--- src/i2rs_pkg.sv ---
// ----------------------------------------------------------------------------
// i2rs_pkg
// shared types, constants and helpers of the radix symbol converter
// ----------------------------------------------------------------------------
package i2rs_pkg;

   localparam int VALUE_W      = 32;
   localparam int SYMBOL_W     = 8;
   localparam int RADIX_W      = 5;
   localparam int SYMS_W       = 64;
   localparam int MAX_RADIX    = 16;
   localparam int SYMBOL_SLOTS = 16;
   localparam int DIGIT_SLOTS  = 32;
   localparam int DIGIT_W      = 4;
   localparam int DIGIT_IDX_W  = $clog2(DIGIT_SLOTS);
   localparam int DIGIT_CNT_W  = DIGIT_IDX_W + 1;
   localparam int CSR_IDX_W    = 2;

   // divider: quotient bits resolved per cycle
   localparam int DIV_BITS  = 8;
   localparam int DIV_STEPS = VALUE_W / DIV_BITS;
   localparam int STEP_W    = $clog2(DIV_STEPS);

   localparam logic [SYMBOL_W-1:0] MINUS_BYTE = 8'h2D;
   localparam logic [SYMBOL_W-1:0] PLUS_BYTE  = 8'h2B;

   // register indexes
   localparam logic [CSR_IDX_W-1:0] CSR_RADIX   = 2'd0;
   localparam logic [CSR_IDX_W-1:0] CSR_SYM_LOW = 2'd1;
   localparam logic [CSR_IDX_W-1:0] CSR_SYM_HI  = 2'd2;

   typedef struct packed {
      logic load;
      logic div_step;
      logic div_first;
      logic div_last;
      logic put_sign;
      logic put_digit;
   } cmd_type;

   typedef struct packed {
      logic base_ok;
      logic neg;
      logic more;
      logic out_free;
      logic last_digit;
   } status_type;

   function automatic logic [SYMBOL_W-1:0] symbol_at(
      input logic [2*SYMS_W-1:0] syms,
      input logic [DIGIT_W-1:0]  d
   );
      symbol_at = syms[d*SYMBOL_W +: SYMBOL_W];
   endfunction

   function automatic logic base_valid(
      input logic [RADIX_W-1:0]  radix,
      input logic [2*SYMS_W-1:0] syms
   );
      logic ok;
      logic [SYMBOL_W-1:0] si;
      ok = (radix >= RADIX_W'(2)) && (radix <= RADIX_W'(MAX_RADIX))
           && (radix <= RADIX_W'(SYMBOL_SLOTS));
      for (int i = 0; i < SYMBOL_SLOTS; i++) begin
         si = syms[i*SYMBOL_W +: SYMBOL_W];
         if (RADIX_W'(i) < radix) begin
            if (si == MINUS_BYTE || si == PLUS_BYTE) ok = 1'b0;
            for (int j = i + 1; j < SYMBOL_SLOTS; j++) begin
               if (RADIX_W'(j) < radix && syms[j*SYMBOL_W +: SYMBOL_W] == si)
                  ok = 1'b0;
            end
         end
      end
      base_valid = ok;
   endfunction

endpackage

--- src/i2rs_dp.sv ---
// ----------------------------------------------------------------------------
// i2rs_dp
// datapath: config registers, digit divider, digit store and output word
// ----------------------------------------------------------------------------
module i2rs_dp (
   input  logic                           clock,
   input  logic                           reset,
   input  i2rs_pkg::cmd_type              cmd,
   output i2rs_pkg::status_type           status,
   input  logic                           csr_valid,
   input  logic [i2rs_pkg::CSR_IDX_W-1:0] csr_index,
   input  logic [i2rs_pkg::SYMS_W-1:0]    csr_wdata,
   input  logic [i2rs_pkg::VALUE_W-1:0]   req_value,
   output logic                           rsp_valid,
   input  logic                           rsp_stall,
   output logic [i2rs_pkg::SYMBOL_W-1:0]  rsp_symbol,
   output logic                           rsp_last
);
   import i2rs_pkg::*;

   logic [RADIX_W-1:0]     radix_ff;
   logic [SYMS_W-1:0]      sym_low_ff, sym_high_ff;
   logic [VALUE_W-1:0]     mag_ff, mag_in;
   logic [DIGIT_W-1:0]     rem_ff, rem_in;
   logic                   neg_ff;
   logic [DIGIT_CNT_W-1:0] nd_ff;
   logic [DIGIT_CNT_W-1:0] nd_dec;
   logic [DIGIT_W-1:0]     digit_ff [DIGIT_SLOTS];
   logic [DIV_BITS-1:0]    qbits;
   logic [DIGIT_W:0]       trial;
   logic [2*SYMS_W-1:0]    syms;
   logic                   rsp_valid_ff;
   logic [SYMBOL_W-1:0]    rsp_symbol_ff;
   logic                   rsp_last_ff;
   logic                   out_free;

   assign syms     = {sym_high_ff, sym_low_ff};
   assign out_free = !rsp_valid_ff || !rsp_stall;
   assign nd_dec   = nd_ff - DIGIT_CNT_W'(1);

   // restoring division, DIV_BITS quotient bits per cycle
   always_comb begin
      rem_in = cmd.div_first ? '0 : rem_ff;
      qbits  = '0;
      for (int k = 0; k < DIV_BITS; k++) begin
         trial = {rem_in, mag_ff[VALUE_W-1-k]};
         if (trial >= radix_ff) begin
            trial = trial - radix_ff;
            qbits[DIV_BITS-1-k] = 1'b1;
         end
         rem_in = trial[DIGIT_W-1:0];
      end
      mag_in = {mag_ff[VALUE_W-DIV_BITS-1:0], qbits};
   end

   always_comb begin
      status.base_ok    = base_valid(radix_ff, syms);
      status.neg        = neg_ff;
      status.more       = (mag_in != '0) && (nd_ff < DIGIT_CNT_W'(DIGIT_SLOTS - 1));
      status.out_free   = out_free;
      status.last_digit = (nd_ff == DIGIT_CNT_W'(1));
   end

   always_ff @(posedge clock) begin
      if (reset) begin
         radix_ff    <= '0;
         sym_low_ff  <= '0;
         sym_high_ff <= '0;
      end else if (csr_valid) begin
         unique case (csr_index)
            CSR_RADIX:   radix_ff    <= csr_wdata[RADIX_W-1:0];
            CSR_SYM_LOW: sym_low_ff  <= csr_wdata;
            CSR_SYM_HI:  sym_high_ff <= csr_wdata;
            default:     ;
         endcase
      end
   end

   always_ff @(posedge clock) begin
      if (cmd.load) begin
         neg_ff <= req_value[VALUE_W-1];
         mag_ff <= req_value[VALUE_W-1] ? (VALUE_W'(0) - req_value) : req_value;
         nd_ff  <= '0;
      end else if (cmd.div_step) begin
         mag_ff <= mag_in;
         rem_ff <= rem_in;
         if (cmd.div_last) begin
            digit_ff[nd_ff[DIGIT_IDX_W-1:0]] <= rem_in;
            nd_ff <= nd_ff + DIGIT_CNT_W'(1);
         end
      end else if (cmd.put_digit) begin
         nd_ff <= nd_dec;
      end
   end

   always_ff @(posedge clock) begin
      if (reset) begin
         rsp_valid_ff <= 1'b0;
      end else if (cmd.put_sign || cmd.put_digit) begin
         rsp_valid_ff <= 1'b1;
      end else if (!rsp_stall) begin
         rsp_valid_ff <= 1'b0;
      end
   end

   always_ff @(posedge clock) begin
      if (cmd.put_sign) begin
         rsp_symbol_ff <= MINUS_BYTE;
         rsp_last_ff   <= 1'b0;
      end else if (cmd.put_digit) begin
         rsp_symbol_ff <= symbol_at(syms, digit_ff[nd_dec[DIGIT_IDX_W-1:0]]);
         rsp_last_ff   <= (nd_ff == DIGIT_CNT_W'(1));
      end
   end

   assign rsp_valid  = rsp_valid_ff;
   assign rsp_symbol = rsp_symbol_ff;
   assign rsp_last   = rsp_last_ff;

endmodule

--- src/i2rs_ctrl.sv ---
// ----------------------------------------------------------------------------
// i2rs_ctrl
// sequencer: accept, base check, digit divisions, sign and digit output
// ----------------------------------------------------------------------------
module i2rs_ctrl (
   input  logic                 clock,
   input  logic                 reset,
   input  logic                 req_valid,
   output logic                 req_stall,
   input  i2rs_pkg::status_type status,
   output i2rs_pkg::cmd_type    cmd
);
   import i2rs_pkg::*;

   localparam logic [2:0] ST_IDLE  = 3'd0;
   localparam logic [2:0] ST_CHECK = 3'd1;
   localparam logic [2:0] ST_DIV   = 3'd2;
   localparam logic [2:0] ST_SIGN  = 3'd3;
   localparam logic [2:0] ST_EMIT  = 3'd4;

   logic [2:0]        state_ff, state_in;
   logic [STEP_W-1:0] step_ff, step_in;

   assign req_stall = (state_ff != ST_IDLE);

   always_comb begin
      state_in = state_ff;
      step_in  = step_ff;
      cmd      = '0;
      unique case (state_ff)
         ST_IDLE: begin
            if (req_valid) begin
               cmd.load = 1'b1;
               state_in = ST_CHECK;
            end
         end
         ST_CHECK: begin
            step_in  = '0;
            state_in = status.base_ok ? ST_DIV : ST_IDLE;
         end
         ST_DIV: begin
            cmd.div_step  = 1'b1;
            cmd.div_first = (step_ff == '0);
            cmd.div_last  = (step_ff == STEP_W'(DIV_STEPS - 1));
            step_in       = step_ff + STEP_W'(1);
            if (cmd.div_last && !status.more)
               state_in = status.neg ? ST_SIGN : ST_EMIT;
         end
         ST_SIGN: begin
            if (status.out_free) begin
               cmd.put_sign = 1'b1;
               state_in     = ST_EMIT;
            end
         end
         ST_EMIT: begin
            if (status.out_free) begin
               cmd.put_digit = 1'b1;
               if (status.last_digit) state_in = ST_IDLE;
            end
         end
         default: state_in = ST_IDLE;
      endcase
   end

   always_ff @(posedge clock) begin
      if (reset) begin
         state_ff <= ST_IDLE;
         step_ff  <= '0;
      end else begin
         state_ff <= state_in;
         step_ff  <= step_in;
      end
   end

endmodule

--- src/integer_to_radix_symbols.sv ---
// ----------------------------------------------------------------------------
// integer_to_radix_symbols
// signed 32-bit integer to symbol bytes in a configurable radix
// ----------------------------------------------------------------------------
// usage
//   csr_*  : register writes, always ready; index 0 radix, 1 symbols 0..7,
//            2 symbols 8..15; write only while the block is idle
//   req_*  : one word per integer, taken when req_valid is high and
//            req_stall low; req_stall stays high until the last byte of
//            the current number is loaded into the output register
//   rsp_*  : one word per byte, most significant digit first, a minus
//            byte ahead of negative numbers, rsp_last on the final byte
//   sequence: accept and base check, then the divider resolves each
//            digit (8 quotient bits a cycle), then one byte per cycle
//            goes out while the receiver keeps rsp_stall low
//   one shared divider serves every digit, and no new number is taken
//            before the current one is through
//   an invalid base swallows the number after the check cycle
//   reset clears the csr registers to zero (invalid base) and drops rsp_valid
//   a stalled receiver holds the output word; the block waits in place
// ----------------------------------------------------------------------------
module integer_to_radix_symbols (
   input  logic                           clock,
   input  logic                           reset,
   input  logic                           csr_valid,
   output logic                           csr_ready,
   input  logic [i2rs_pkg::CSR_IDX_W-1:0] csr_index,
   input  logic [i2rs_pkg::SYMS_W-1:0]    csr_wdata,
   input  logic                           req_valid,
   output logic                           req_stall,
   input  logic [i2rs_pkg::VALUE_W-1:0]   req_value,
   output logic                           rsp_valid,
   input  logic                           rsp_stall,
   output logic [i2rs_pkg::SYMBOL_W-1:0]  rsp_symbol,
   output logic                           rsp_last
);
   import i2rs_pkg::*;

   cmd_type    cmd;
   status_type status;

   // register writes never wait
   assign csr_ready = 1'b1;

   // sequencer: owns the state and the divider step count
   i2rs_ctrl u_ctrl (
      .clock     (clock),
      .reset     (reset),
      .req_valid (req_valid),
      .req_stall (req_stall),
      .status    (status),
      .cmd       (cmd)
   );

   // datapath: registers, divider, digit store and output word
   i2rs_dp u_dp (
      .clock      (clock),
      .reset      (reset),
      .cmd        (cmd),
      .status     (status),
      .csr_valid  (csr_valid),
      .csr_index  (csr_index),
      .csr_wdata  (csr_wdata),
      .req_value  (req_value),
      .rsp_valid  (rsp_valid),
      .rsp_stall  (rsp_stall),
      .rsp_symbol (rsp_symbol),
      .rsp_last   (rsp_last)
   );

endmodule

--- config.mk ---
export PLATFORM = sky130hd
export DESIGN_NAME = integer_to_radix_symbols
export DESIGN_NICKNAME = d
export VERILOG_FILES = /design/src/i2rs_pkg.sv /design/src/i2rs_dp.sv /design/src/i2rs_ctrl.sv /design/src/integer_to_radix_symbols.sv
export SDC_FILE = /design/constraint.sdc
export NUM_CORES = 1
export LEC_CHECK = 0
export BUFFER_PORTS_ARGS = -buffer_cell sky130_fd_sc_hd__buf_2
export CORE_UTILIZATION = 30
export DETAILED_ROUTE_END_ITERATION = 6
export PLACE_DENSITY = 0.51
export SYNTH_ARGS = -nofsm -noshare
export SYNTH_HDL_FRONTEND = slang
export SYNTH_SLANG_ARGS = --single-unit
--- constraint.sdc ---
create_clock -name clock -period 13.64 [get_ports clock]
set_clock_uncertainty 0.1 [all_clocks]
set_input_delay 1.364 -clock clock [delete_from_list [all_inputs] [get_ports clock]]
set_output_delay 1.364 -clock clock [all_outputs]
set_load 0.02 [all_outputs]
* Word level (Yosys, flattened, before mapping)
Memory sizes are Yosys's and may differ from the RTL's.
Cells that the tools add are included.
** Storage, ports and cells
- Word-level logic and storage cells :: 576
- ROM bits :: 0
- Bits in registers :: 191
- Bits in writable memories :: 128
- Memories kept :: 1
- Latch bits :: 0
** Memories
- u_dp.digit_ff :: words 32, bits a word 4, rd ports 1, clocked after Yosys merged registers in 0, wr ports 1, RTL line i2rs_dp.sv:28 : logic [DIGIT_W-1:0] digit_ff [DIGIT_SLOTS];
** Operators by class
- Reductions and logical operators :: 159
- Bitwise gates (word level) :: 1
- $lt $le $gt $ge :: 27
- Mux-type cells :: 196
- Equal/unequal tests :: 167
- Shifts and indexed selects :: 1
- Divide/modulo/power cells :: 0
- $add $sub $neg :: 12
- $mul :: 0
** Operators by type and width (count)
- $eq 8x8->1 :: 120
- $eq 8x6->1 const B :: 32
- $mux 1 :: 171
- $shiftx 128x8->8 :: 1
- $logic_and 1x1->1 :: 124
- $mux 32 :: 3
- $ge 5x5->1 :: 8
- $lt 4x5->1 const A :: 8
- $mux 4 :: 9
- $reduce_bool 32->1 :: 1
- $sub 1x32->32 const A :: 1
- $sub 4x4->4 :: 8
- $mux 3 :: 7
- $lt 3x5->1 const A :: 4
- $logic_or 1x1->1 :: 18
- $mux 6 :: 3
- $pmux 3 s5 :: 1
- $lt 1x5->1 const A :: 2
- $lt 2x5->1 const A :: 2
- $reduce_and 2->1 :: 5
- $ne 2x1->1 const B :: 4
- $add 6x1->6 const B :: 1
- $eq 3x2->1 const B :: 2
- $eq 6x1->1 const B :: 1
- other kinds (19) :: 27

* Longest topological paths before layout
- Word-level depth :: 157
- Mapped depth :: 66
- Gate-level depth less buffers :: 64

* Hierarchy
From an unflattened synthesis, not the netlist that was laid out.
** Second synthesis, totals
- Cells, all modules :: 3264
- Area total of the unflattened synthesis :: 28349.7 µm²
** Modules (own cells, without submodules)
- i2rs_dp :: cells each 3214, area each 27951.8 µm², times used 1
- i2rs_ctrl :: cells each 48, area each 386.6 µm², times used 1
- integer_to_radix_symbols :: cells each 2, area each 11.3 µm², times used 1

* Worst setup path before layout
No wires, ideal clock.
- Kind :: register to register
- Start point :: register u_dp.radix_ff[1]
- End point :: memory u_dp.digit_ff[0][1] (data pin)
- Clock period less this slack :: 13.602 ns
- Stages on the path, launching flop included :: 60
- Arrival :: 13.112 ns
- Buffers on the path :: 4
- Slack :: 0.038 ns
- Cell sequence :: dfxtp_1 -> clkbuf_1 -> inv_1 -> ha_1 -> nor2b_1 -> o21ai_0 -> nand3b_1 -> a21o_1 -> a21o_1 -> clkbuf_1 -> mux2i_1 -> ha_1 -> nor2b_1 -> o21ai_0 -> nand3b_1 -> a21o_1 -> a21o_1 -> clkbuf_1 -> (+24 left out) -> a21o_1 -> a21oi_1 -> o21ai_0 -> ha_1 -> a21o_1 -> a21o_1 -> a21o_1 -> a21o_1 -> o21ai_0 -> inv_1 -> ha_1 -> nor2b_1 -> o21ai_0 -> a31oi_1 -> o21ai_0 -> nand2b_1 -> clkbuf_1 -> mux2i_1
** Between the ends
- Longest elaborated chain between the ends :: 16
- Elaborated cells between the ends (all ways) :: 24
- Those cells by class :: add/sub: 8; order compare: 8; mux: 8
** Ends and longest elaborated chain
- start, declared :: RTL line i2rs_dp.sv:21 : logic [RADIX_W-1:0] radix_ff;
- start signal, assigned :: RTL line i2rs_dp.sv:71 : CSR_RADIX: radix_ff <= csr_wdata[RADIX_W-1:0];
- $sub 4x4->4 or $ge 5x5->1 (tied branches) :: RTL line i2rs_dp.sv:48, i2rs_dp.sv:47
- $mux 4 :: RTL line i2rs_dp.sv:47 : if (trial >= radix_ff) begin
- $sub 4x4->4 or $ge 5x5->1 (tied branches) :: RTL line i2rs_dp.sv:48, i2rs_dp.sv:47
- $mux 4 :: RTL line i2rs_dp.sv:47
- $sub 4x4->4 or $ge 5x5->1 (tied branches) :: RTL line i2rs_dp.sv:48, i2rs_dp.sv:47
- $mux 4 :: RTL line i2rs_dp.sv:47
- $ge 5x5->1 or $sub 4x4->4 (tied branches) :: RTL line i2rs_dp.sv:47, i2rs_dp.sv:48
- $mux 4 :: RTL line i2rs_dp.sv:47
- $sub 4x4->4 or $ge 5x5->1 (tied branches) :: RTL line i2rs_dp.sv:48, i2rs_dp.sv:47
- $mux 4 :: RTL line i2rs_dp.sv:47
- $sub 4x4->4 or $ge 5x5->1 (tied branches) :: RTL line i2rs_dp.sv:48, i2rs_dp.sv:47
- $mux 4 :: RTL line i2rs_dp.sv:47
- $ge 5x5->1 or $sub 4x4->4 (tied branches) :: RTL line i2rs_dp.sv:47, i2rs_dp.sv:48
- $mux 4 :: RTL line i2rs_dp.sv:47
- $sub 4x4->4 or $ge 5x5->1 (tied branches) :: RTL line i2rs_dp.sv:48, i2rs_dp.sv:47
- $mux 4 (*) :: RTL line i2rs_dp.sv:47
- named net u_dp.trial[1] :: RTL line i2rs_dp.sv:30 : logic [DIGIT_W:0] trial;
- end, declared :: RTL line i2rs_dp.sv:28
Mark *: on every way through the listed nets, which the timed path passes. The rest lies on a longest branch.

* Final worst setup path
- Start point :: register u_ctrl.state_ff[2]
- End point :: register u_ctrl.state_ff[0]
** Between the ends
- Longest elaborated chain between the ends :: 25
- Elaborated cells between the ends (all ways) :: 48
- Those cells by class :: add/sub: 7; order compare: 8; eq/ne: 9; mux: 18; reduce/logical: 6
** Ends and longest elaborated chain
- start, declared :: RTL line i2rs_ctrl.sv:21 : logic [2:0] state_ff, state_in;
- start signal, assigned :: RTL line i2rs_ctrl.sv:70 : state_ff <= state_in;
- $eq 3x2->1 :: RTL line i2rs_ctrl.sv:30 : unique case (state_ff)
- $mux 3 :: RTL line i2rs_ctrl.sv:30
- $mux 4 :: RTL line i2rs_dp.sv:43 : rem_in = cmd.div_first ? '0 : rem_ff;
- $sub 4x4->4 or $ge 5x5->1 (tied branches) :: RTL line i2rs_dp.sv:48, i2rs_dp.sv:47
- $mux 4 :: RTL line i2rs_dp.sv:47
- $sub 4x4->4 or $ge 5x5->1 (tied branches) :: RTL line i2rs_dp.sv:48, i2rs_dp.sv:47
- $mux 4 :: RTL line i2rs_dp.sv:47
- $sub 4x4->4 or $ge 5x5->1 (tied branches) :: RTL line i2rs_dp.sv:48, i2rs_dp.sv:47
- (+9 left out)
- $ge 5x5->1 :: RTL line i2rs_dp.sv:47
- $mux 1 :: RTL line i2rs_dp.sv:47
- $reduce_bool 32->1 :: RTL line i2rs_dp.sv:59 : status.more = (mag_in != '0) && (nd_ff < DIGIT_CNT_W'(DIGIT_SLOTS - 1));
- $logic_and 1x1->1 :: RTL line i2rs_dp.sv:59
- $logic_not 1->1 :: RTL line i2rs_ctrl.sv:46 : if (cmd.div_last && !status.more)
- $logic_and 1x1->1 :: RTL line i2rs_ctrl.sv:46
- $ne 2x1->1 (no line)
- $reduce_and 5->1 (no line)
Parallel ways exist; a longest one is shown, timed or not.
A chain may end at the register's enable or synchronous reset.

==> results.md <==
- Sw Share: 41.0%
- Simple-Gate Fraction of Synth Area: between 15 and 20%
- Worst Max-Slew Pin Slew: 1280 ps
- Layout Nets: 3,331
- Sw Pwr: 4220 uW
- Fin. Hold Viols: 0
- Slowest cell on crit path: or4_1
- Yosys warns: 0
- CP Capture Type: flop
- Main combinational cell family by area after synthesis: XOR/XNOR gates
- Cell mode on critical path: a21o_1
- Slew HR: 14.8%
- Root buf cell: clkbuf_16
- Worst path required time: 14,050 ps
- CTS tree: yes
- # hold bufs at CTS: 0
- Peak supply drop: 1650 uV
- Inserted Diodes: 0
- Congestion Overflow GR: 0
- Final Util: 34.0%
- RSZ-0062 raised after global routing: false
- Mapped Avg Cell Area: 8.76 sq um
- Seq pwr share: between 30% and 40%
- Die Width: 308 um
- CTS Buf Count: 37
- Pint: 6080 uW
- P_leak: 0.0108 uW
- DRT antenna net count: 0
- P per Cell Area: 329 nW/um^2
- Worst Setup Path Type: flop to flop
- Mux share of post-synthesis cell area: 6.75%
- Chip height: ~310 um
- Syn Nets: 3,363
- Total die area: roughly 95,000 sq um
- DR pass1 iterations: 5
- DRT Wirelength: 107 mm
- Place WS: -123 ps
- Via count: 24,300
- Initial antenna violation count: 5
- Min-delay worst type: flop to flop
- Synth Area in XOR/XNOR: 32.1%
- Count leader, synth: xnor2_1
- Initial Util: approximately 30%
- Critical path's top delay family: compound AO/OA/AOI/OAI gates
- Yosys top cell by area: xnor2_1
- Clock-pin slew on the worst setup and hold paths: 60 ps
- CP bufs+invs: 5
- Layout cells sized above 1: 13.5%
- Clock Tree Buf Depth: 3
- Gate Count Post-Synth: between 3,000 and 4,000
- Ys flop type: edfxtp_1
- Period utilisation layout: just over 90%
- EDFF count, synth: 165
- Adder-cell share of the synthesized area: 2.71%
- Clock sinks: about 320
- # H-tree levels: 2
- Commonest cells in the netlist: 781 x xnor2_1, 330 x nand2_1, 248 x xor2_1
- Sum Neg Setup Slack: 0 ps
- # DRC: 0
- Max Cap Violations: 0
- Crit-path max cell delay: 490 ps
- Top Ports: 115
- DR WL/cell: 24.0 um
- Synth top area share: between 20% and 30%
- Total GRT Usage: 22.1%
- Post-DP HPWL: a little under 70 mm
- Depth of the most critical reg-to-reg path: 63
- Core Box Area: 92,100 sq um
- CP Depth: 63
- CP startpoint kind: flop
- Top cells by area, synth: xnor2_1 24%, edfxtp_1 18%, dfxtp_1 11%
- Post-synthesis cell type count: 74
- First-pass GRT wire length: approximately 160 mm
- Min Tclk post-route: 12,600 ps
- # rows: 111
- Outcome: finished clean
- Final worst slack: 1040 ps
- Combinational share of power: 53.2%
- Post-synthesis sequential area ratio: 28.6%
- Arr. time, crit path: roughly 13,000 ps
- Initial drt markers: 2,469
- IO buf count: 113
- Vias in the first global route: 23,100
- Worst-Skew Late Latency: 600 ps
- Final setup viols: 0
- Hold-critical path depth: 2
- Synth Cell Area: 28,100 sq um
- Compound-Gate Fraction of Synth Area: 7.83%
- Clk network pwr share: 9.6%
- Largest net degree at the start of global routing: 76
- #FFs+latches synth: 319
- Max Clock Freq: 79.4 MHz
- Gpl congestion: between 0.9 and 1
- Max Slew Vio Count: 0
- P&R area growth vs syn: 11.7%
- Design area: ~31,000 sq um
- Post-DP Area: 30,100 sq um
- Asr flop ratio synth: 0%
- Worst Path Max Fanout: 8
- Via-per-instance ratio: 5.48
worst register-to-register path: cells and delay by family, from the launching register on:
family | cells | cell delay, ps
buf+inv | 5 | 530
simple gates | 14 | 2030
fa+ha+maj | 8 | 2210
mux | 6 | 1650
flops | 1 | 300
compound gates | 30 | 5680
routing by layer:
metal	share of wire (%)	GRT usage (%)	vias up	routed length [um]
met2	44	34.0	1171	46500
met4	4.4	9.50	4	4740
li1	-	-	11000	-
met5	0.032	0	-	34
met1	43	29.6	11900	45700
met3	9.2	4.88	289	9830
sequential cells by signal, indices dropped and copies added, names as in the netlist:
register	cells
u_dp.rsp_symbol	8
u_dp.mag_ff	32
u_dp.rem_ff	4
u_ctrl.step_ff	2
u_dp.neg_ff	1
u_dp.nd_ff	6
u_ctrl.state_ff	3
u_dp.digit_ff	128
u_dp.rsp_last	1
u_dp.sym_low_ff	64
u_dp.sym_high_ff	64
u_dp.radix_ff	5
u_dp.rsp_valid	1
worst paths after layout:
check / startpoint / slack (ps) / to
max: u_ctrl.state_ff[2]$_SDFFE_PP0P_ / 1040 / u_ctrl.state_ff[0]$_SDFFE_PP0P_
min: u_dp.sym_low_ff[21]$_SDFFE_PP0P_ / 350 / u_dp.sym_low_ff[21]$_SDFFE_PP0P_
max reg2reg: u_ctrl.state_ff[2]$_SDFFE_PP0P_ / 1040 / u_ctrl.state_ff[0]$_SDFFE_PP0P_
min reg2reg: u_dp.sym_low_ff[21]$_SDFFE_PP0P_ / 350 / u_dp.sym_low_ff[21]$_SDFFE_PP0P_
cells by family after synthesis:
kind of cell               after synthesis
xor gates and xnor gates              1029
and+or+nand+nor                        907
buffers and inverters                  386
AOI/OAI and AO/OA                      368
DFF                                    319
muxes                                  138
adders and majority gates               56
other                                    1
cells in the final DEF (no fill, tap or decap), types with 18 or more instances in the layout:
cell	count
edfxtp_1	165
a31oi_1	32
mux2i_1	75
inv_1	31
nor3_1	88
nor4_1	85
dfxtp_1	153
nor2_1	79
mux2_2	18
nand4_1	195
buf_4	169
clkbuf_16	37
o21ai_0	46
buf_2	112
nand2_1	330
xnor2_1	781
nand3_1	39
mux4_2	38
a21o_1	27
a21oi_1	173
ha_1	48
xor2_1	247
metrics by stage:
step	cells	hold WS (ps)	power (uW)
6_report	4443	353	10300
5_1_grt	4443	365	10600
4_1_cts	4441	356	10200
3_5_place_dp	4374	347	8720
3_3_place_gp	4374	343	8720
2_1_floorplan	3204	381	5330
cell type report:
class	count	area (sq um)
Inverter	34	128
Multi-Input combinational cell	2499	18600
Clock inverter	22	195
Sequential cell	319	8040
Clock buffer	45	976
Timing Repair Buffer	281	1830
Tap cell	1243	1560
Fill cell	9467	60700
power groups by stage:
stage	sequential (uW)	clock, uW	combinational (uW)
2_1_floorplan	2790	0	2540
3_3_place_gp	3640	0	5080
3_5_place_dp	3630	0	5100
4_1_cts	3820	1010	5400
5_1_grt	3640	1050	5870
6_report	3830	985	5480
what timing repair did:
action | in CTS | in global routing
cloned | 0 | 0
buffers inserted | 0 | 2
pin swaps | 0 | 0
resized for setup | 2 | 16
endpoints found under the setup margin | 34 | 136
Power figures use the tool's default switching activity.
